**src/rtl/gtr_pkg.sv**
```systemverilog
`timescale 1ns / 1ps
// ----------------------------------------------------------------------------
// gtr_pkg
// Shared constants and tables of the Gaussian tuning-rate unit.
// ----------------------------------------------------------------------------
package gtr_pkg;

  localparam int unsigned EXP_TABLE_BITS_DEF = 6;
  localparam int unsigned AddrW = 4;
  localparam int unsigned DataW = 32;

  localparam logic [15:0] SIGMA_RESET = 16'd256;
  localparam logic [15:0] PEAK_RESET  = 16'd256;
  localparam logic [31:0] INV_RESET   = 32'h0080_0000;
  localparam logic [16:0] LOG2E_Q16   = 17'd94548;
  localparam logic [15:0] RATE_MAX    = 16'hFFFF;

  typedef enum logic [1:0] {
    REG_SIGMA   = 2'd0,
    REG_PEAK    = 2'd1,
    REG_ONE_DIM = 2'd2
  } reg_idx_t;

  // 2^(-2^-k) in Q.30.
  function automatic logic [29:0] half_pow_factor(input int unsigned k);
    logic [29:0] f;
    case (k)
      1:       f = 30'd759250125;
      2:       f = 30'd902905651;
      3:       f = 30'd984625594;
      4:       f = 30'd1028218693;
      5:       f = 30'd1050733752;
      6:       f = 30'd1062175491;
      7:       f = 30'd1067943025;
      8:       f = 30'd1070838466;
      9:       f = 30'd1072289173;
      10:      f = 30'd1073015252;
      default: f = 30'd0;
    endcase
    return f;
  endfunction

endpackage

```
**src/rtl/gtr_inv_div.sv**
```systemverilog
`timescale 1ns / 1ps
// ----------------------------------------------------------------------------
// gtr_inv_div
// Derives 1/(2*sigma^2) in Q8.24 by bit-serial restoring division.
// ----------------------------------------------------------------------------
module gtr_inv_div (
  input  logic        clk,
  input  logic        rst_n,
  input  logic        start,
  input  logic [15:0] sigma,
  output logic        busy,
  output logic [31:0] inv_scale
);

  typedef enum logic [1:0] {
    DIV_IDLE = 2'b01,
    DIV_RUN  = 2'b10
  } div_state_t;

  div_state_t  state_r;
  logic [31:0] sq_r;
  logic [31:0] rem_r;
  logic [39:0] q_r;
  logic [5:0]  cnt_r;
  logic [31:0] inv_r;

  logic [32:0] rem_sh;
  logic        ge;
  logic [32:0] diff;
  logic [31:0] rem_nxt;
  logic [39:0] q_nxt;

  always_comb begin
    rem_sh  = {rem_r, (cnt_r == 6'd39)};
    ge      = rem_sh >= {1'b0, sq_r};
    diff    = rem_sh - {1'b0, sq_r};
    rem_nxt = ge ? diff[31:0] : rem_sh[31:0];
    q_nxt   = {q_r[38:0], ge};
  end

  always_ff @(posedge clk) begin
    if (!rst_n) begin
      state_r <= DIV_IDLE;
      inv_r   <= gtr_pkg::INV_RESET;
      cnt_r   <= 6'd0;
    end else begin
      case (state_r)
        DIV_IDLE: begin
          if (start) begin
            state_r <= DIV_RUN;
            cnt_r   <= 6'd39;
          end
        end
        DIV_RUN: begin
          cnt_r <= cnt_r - 6'd1;
          if (cnt_r == 6'd0) begin
            state_r <= DIV_IDLE;
            inv_r   <= (|q_nxt[39:32]) ? 32'hFFFF_FFFF : q_nxt[31:0];
          end
        end
        default: state_r <= DIV_IDLE;
      endcase
    end
  end

  always_ff @(posedge clk) begin
    if (state_r == DIV_IDLE) begin
      sq_r  <= 32'(sigma) * 32'(sigma);
      rem_r <= 32'd0;
      q_r   <= 40'd0;
    end else begin
      rem_r <= rem_nxt;
      q_r   <= q_nxt;
    end
  end

  assign busy      = (state_r == DIV_RUN);
  assign inv_scale = inv_r;

endmodule

```
**config.mk**
```make
export PLATFORM = sky130hd
export DESIGN_NAME = gtr_inv_div
export DESIGN_NICKNAME = d
export VERILOG_FILES = /design/src/rtl/gtr_pkg.sv /design/src/rtl/gtr_inv_div.sv
export SDC_FILE = /design/constraint.sdc
export NUM_CORES = 1
export LEC_CHECK = 0
export CORE_MARGIN = 5
export CORE_UTILIZATION = 60
export DETAILED_ROUTE_END_ITERATION = 10
export DONT_BUFFER_PORTS = 1
export MAX_ROUTING_LAYER = met4
export PLACE_DENSITY = 0.76
export SLEW_MARGIN = 20
export SYNTH_ARGS = -nofsm -noshare
export SYNTH_HDL_FRONTEND = slang
export SYNTH_SLANG_ARGS = --single-unit
```
**constraint.sdc**
```tcl
create_clock -name clk -period 10.2 [get_ports clk]
set_clock_uncertainty 0.15 [all_clocks]
set_input_delay 0.51 -clock clk [delete_from_list [all_inputs] [get_ports clk]]
set_output_delay 0.51 -clock clk [all_outputs]
set_load 0.1 [all_outputs]
```
Yosys cells after proc, flatten, opt, wreduce, memory -nomap -nowiden
Cells that the tools add are included.

Add/subtract/negate cells: 2. $mul: 1. Magnitude comparators: 1. Equal/unequal tests: 5. Multiplexer cells: 7. Reductions and logical operators: 6.

Operators by type and width (number): $mux W32 (2); $ge A33 B32 Y1 (1); $mul A16 B16 Y32 (1); $sub A32 B32 Y32 (1); $pmux W6 S2 (1); $reduce_or A8 Y1 (1); $eq A6 B6 Y1 const B (1); $logic_not A6 Y1 (1); $mux W6 (1); $reduce_and A2 Y1 (3); $sub A6 B1 Y6 const B (1); $mux W2 (2); $pmux W2 S2 (1); $eq A2 B1 Y1 const B (1); $eq A2 B2 Y1 const B (1); $ne A2 B1 Y1 const B (1); $ne A2 B2 Y1 const B (1); $reduce_bool A2 Y1 (1).

Flip-flop bits (word level): 143. Bits of input ports: 19. Output and inout bits: 33. Logic and storage cells: 28.

Longest topological paths before layout
Depth after elaboration: 3. Mapped depth: 24. Mapped depth without buffers: 23.

Least setup slack after synthesis
No wires, ideal clock.

Path type: input -> register. From: input port sigma[1]. To: register sq_r[28] (data pin). Setup time: 263 ps. Arrival time: 5969 ps. Data required time: 9787 ps. Path slack: 3818 ps. Stages on the path: 24. Buffers on the path: 2. Cell sequence: clkbuf_1 clkbuf_1 nand2_1 fa_1 inv_1 ha_1 a21o_1 fa_1 inv_1 fa_1 inv_1 fa_1 inv_1 fa_1 inv_1 ha_1 o21ai_0 nand2b_1 a21oi_1 or4b_1 a2bb2oi_1 a211oi_1 nor3_1 nand3b_1.

Cells in the longest elaborated chain, start to end: 1.

RTL lines: from (decl) (line gtr_inv_div.sv:10) `input logic [15:0] sigma,`; $mul A16 B16 Y32 (line gtr_inv_div.sv:68) `sq_r <= 32'(sigma) * 32'(sigma);`; to (signal assigned) (line gtr_inv_div.sv:68); to (decl) (line gtr_inv_div.sv:21) `logic [31:0] sq_r;`.

No other way between the ends. A chain may end at the register's enable or synchronous reset.

Worst setup path after layout
From: input port sigma[1]. To: register sq_r[31] (data pin).

Same word-level chain as after synthesis.

==> key figures <==
Outcome
  – Status: finished clean

Global route
  – Number of global-route vias before repair: 9877
  – First-pass GRT wire length: 47.51 mm
  – Initial antenna violation count: 0
  – Pin count of the biggest net entering global routing: 61
  – Gr ovfl total: 0
  – All-Layer GR Usage: 22.56%

Yosys
  – Seq/Total Area, Yosys: 22.88%
  – Most frequent cell after synthesis: inv_1
  – Seq cells post-synth: 142
  – Synth cell count leaders: 306 x inv_1, 164 x fa_1, 136 x ha_1
  – Synth area leaders: fa_1 24%, dfxtp_1 16%, ha_1 12%
  – Mapped Nets: 1793
  – Ys async rst share: 0%
  – Synth unique cells: 67
  – EDFF count, synth: 31
  – Syn Area/Cell: 9.347 um2
  – Post-synth top area share: 23.83%
  – Warnings, synthesis: 0
  – Primary FF master, synth: dfxtp_1
  – Cell Area, Synth: 13780 um2
  – Gate Count Post-Synth: 1474
  – Yosys top cell by area: fa_1

Setup path
  – Reg-to-Reg Start: cnt_r[4]
  – Critical setup path kind: in -> reg
  – Delay of the slowest cell on the worst path: 0.53 ns
  – WP buf/inv: 6
  – Critical path depth: 22
  – Crit-path cells: and2_1 -> fa_1 -> inv_1 -> fa_1 -> inv_1 -> fa_1 -> inv_1 -> fa_1 -> inv_1 -> fa_1 -> inv_1 -> fa_1 -> inv_1 -> ha_1 -> o21ai_0 -> o21bai_1 -> o22ai_1 -> o31ai_1 -> a41o_1 -> a21oi_1 -> a31oi_1 -> xnor2_1
  – Worst Path Max Fanout: 19
  – CP startpoint: sigma[1]
  – Crit. End Element: register
  – Critical path's slowest cell: fa_1
  – Startpoint Class: primary input
  – Worst path required time: 10.22 ns
  – Cell family with the largest share of critical-path delay: adder cells
  – Reg2reg path depth: 11
  – WP data arrival: 6.11 ns

Routing
  – Post-detailed-routing wire length: 27.18 mm
  – TritonRoute pass-1 iters: 6
  – Via-per-instance ratio: 5.485
  – Antenna-violating nets left: 0
  – Post-route DRC: 0
  – DR vias: 9583
  – DRT iter0 DRCs: 619
  – DR WL/cell: 15.56 um

Clock tree
  – Setup Fix Bufs, Post-CTS: 0
  – CTS tree: done
  – H-Tree Level Count: 4
  – Clock-pin slew on the worst setup and hold paths: 0.07 ns
  – Clock Tree Buf Depth: 2
  – Clock Tree Root: clkbuf_16
  – Clk sinks: 142
  – CTS Buf Count: 17
  – Clock Latency Late Sink: 0.42 ns

STA
  – Final hold slack: 0.03832 ns
  – Worst slew pin tran: 1.025 ns
  – Unrepaired setup endpoints after global routing: no
  – Final hold vios: 0
  – Setup TNS: 0 ns
  – Period utilization: 59.73%
  – Minimum clock period after layout: 6.092 ns
  – Rel. slew slack: 31.55%
  – Endpoints failing setup: 0
  – Final-report max-slew violation count: 0
  – Fmax: 164.1 MHz

Floorplan
  – Initial Util: 60.86%
  – Vert. Die Dim: 161.5 um
  – Die area: 26090 um2
  – Cell Rows: 55
  – Core footprint: 22640 um2
  – I/O pins: 52
  – Die X: 161.5 um

Flow run
  – Max-cap check violation count: 0

Layout
  – Layout overhead on the synthesized area: 5.676%
  – Share of cells above drive strength 1: 6.224%
  – ANT cells: 0
  – Nets: 1768

Place
  – Post-DP HPWL: 21.06 mm
  – I/O Buffers: 0
  – RD Place Congestion: 0.8719

Power
  – P per Cell Area: 325.7 nW/um2
  – Peak VDD IR: 0.0002577 V
  – Leakage: 7.248 nW

Min path
  – Hold Path Stages: 0
  – Hold Crit Class: in -> reg
  – Hold_sp: sigma[0]
==> sequential cells by signal (all words and copies together), names as in the netlist <==
signal / flops
inv_scale: 32
rem_r: 32
sq_r: 31
state_r: 2
cnt_r: 6
q_r: 39
==> cell usage in the layout (no fill, tap or decap), drive strengths merged, types with 5 or more instances in the layout <==
master,Yosys,layout
xor2,21,21
a31oi,7,7
or3,5,5
nand4,11,11
a211oi,11,11
nand2b,18,18
inv,306,314
xnor2,39,39
nand3,19,19
nand3b,5,5
ha,136,136
mux2i,20,20
nor3,16,16
or2,5,5
fa,164,164
a21oi,73,73
a21o,28,28
nor2,66,66
dfxtp,111,111
nand2,104,104
o21ai,33,33
nor4,6,6
clkinv,0,5
edfxtp,31,31
and2,90,90
and3,9,9
o221a,31,31
clkbuf,40,18
nor2b,9,9
==> cell type report <==
type	count	area, um2
Clock buffer	18	450.4
Clock inverter	14	167.7
Fill cell	1810	8080
Inverter	306	1149
Multi-Input combinational cell	978	9251
Sequential cell	142	3153
Tap cell	285	356.6
Timing Repair Buffer	4	32.53
==> what timing repair did <==
action / 4_1_cts / 5_1_grt
endpoints found under the hold margin: 1 / 0
gates resized for setup: 0 / 0
hold buffers: 1 / 0
==> cell families (layout without fill, tap and decap cells) <==
group | after synthesis | in the layout | synth area share [%]
simple gates | 370 | 370 | 13.66
fa+ha+maj | 300 | 300 | 36.18
compound gates | 226 | 226 | 11.76
flops | 142 | 142 | 22.88
xor+xnor | 60 | 60 | 3.814
mux | 22 | 22 | 1.616
buf+inv | 354 | 342 | 10.09
==> worst paths after layout <==
check / end / slack, ns
setup / recovery: sq_r[31] / 4.11
hold / removal: sq_r[0] / 0.04
setup reg to reg: rem_r[0] / 6.63
hold reg to reg: q_r[15] / 0.31
==> per-stage QoR <==
stage | instance area, um2 | instances | total power [mW] | worst slack [ns] | utilization, %
floorplan | 13780 | 1474 | 3.488 | 3.818 | -
global placement | 13920 | 1714 | 3.995 | 3.814 | 61.48
detailed placement | 13920 | 1714 | 4.083 | 3.652 | 61.50
CTS | 14550 | 1747 | 4.770 | 4.104 | 64.28
global route | 14560 | 1747 | 5.298 | 3.748 | 64.31
finish | 14560 | 1747 | 4.742 | 4.108 | 64.31
==> where the power goes <==
group	total [mW]	switching [mW]	internal (mW)	leakage (nW)
sequential	0.839	0.0304	0.809	1.21
clock	0.642	0.276	0.366	0.306
combinational	3.26	1.86	1.41	5.73
==> routing by layer <==
| layer | up-vias | track usage (%) | share of wire (%) |
|---|---|---|---|
| li1 | 4711 | - | - |
| met1 | 4602 | 29.92 | 46 |
| met2 | 225 | 36.38 | 48 |
| met3 | 45 | 3.215 | 4.2 |
| met4 | 0 | 6.708 | 1.6 |
| met5 | - | - | 0 |
(Power assumes the default switching activity.)
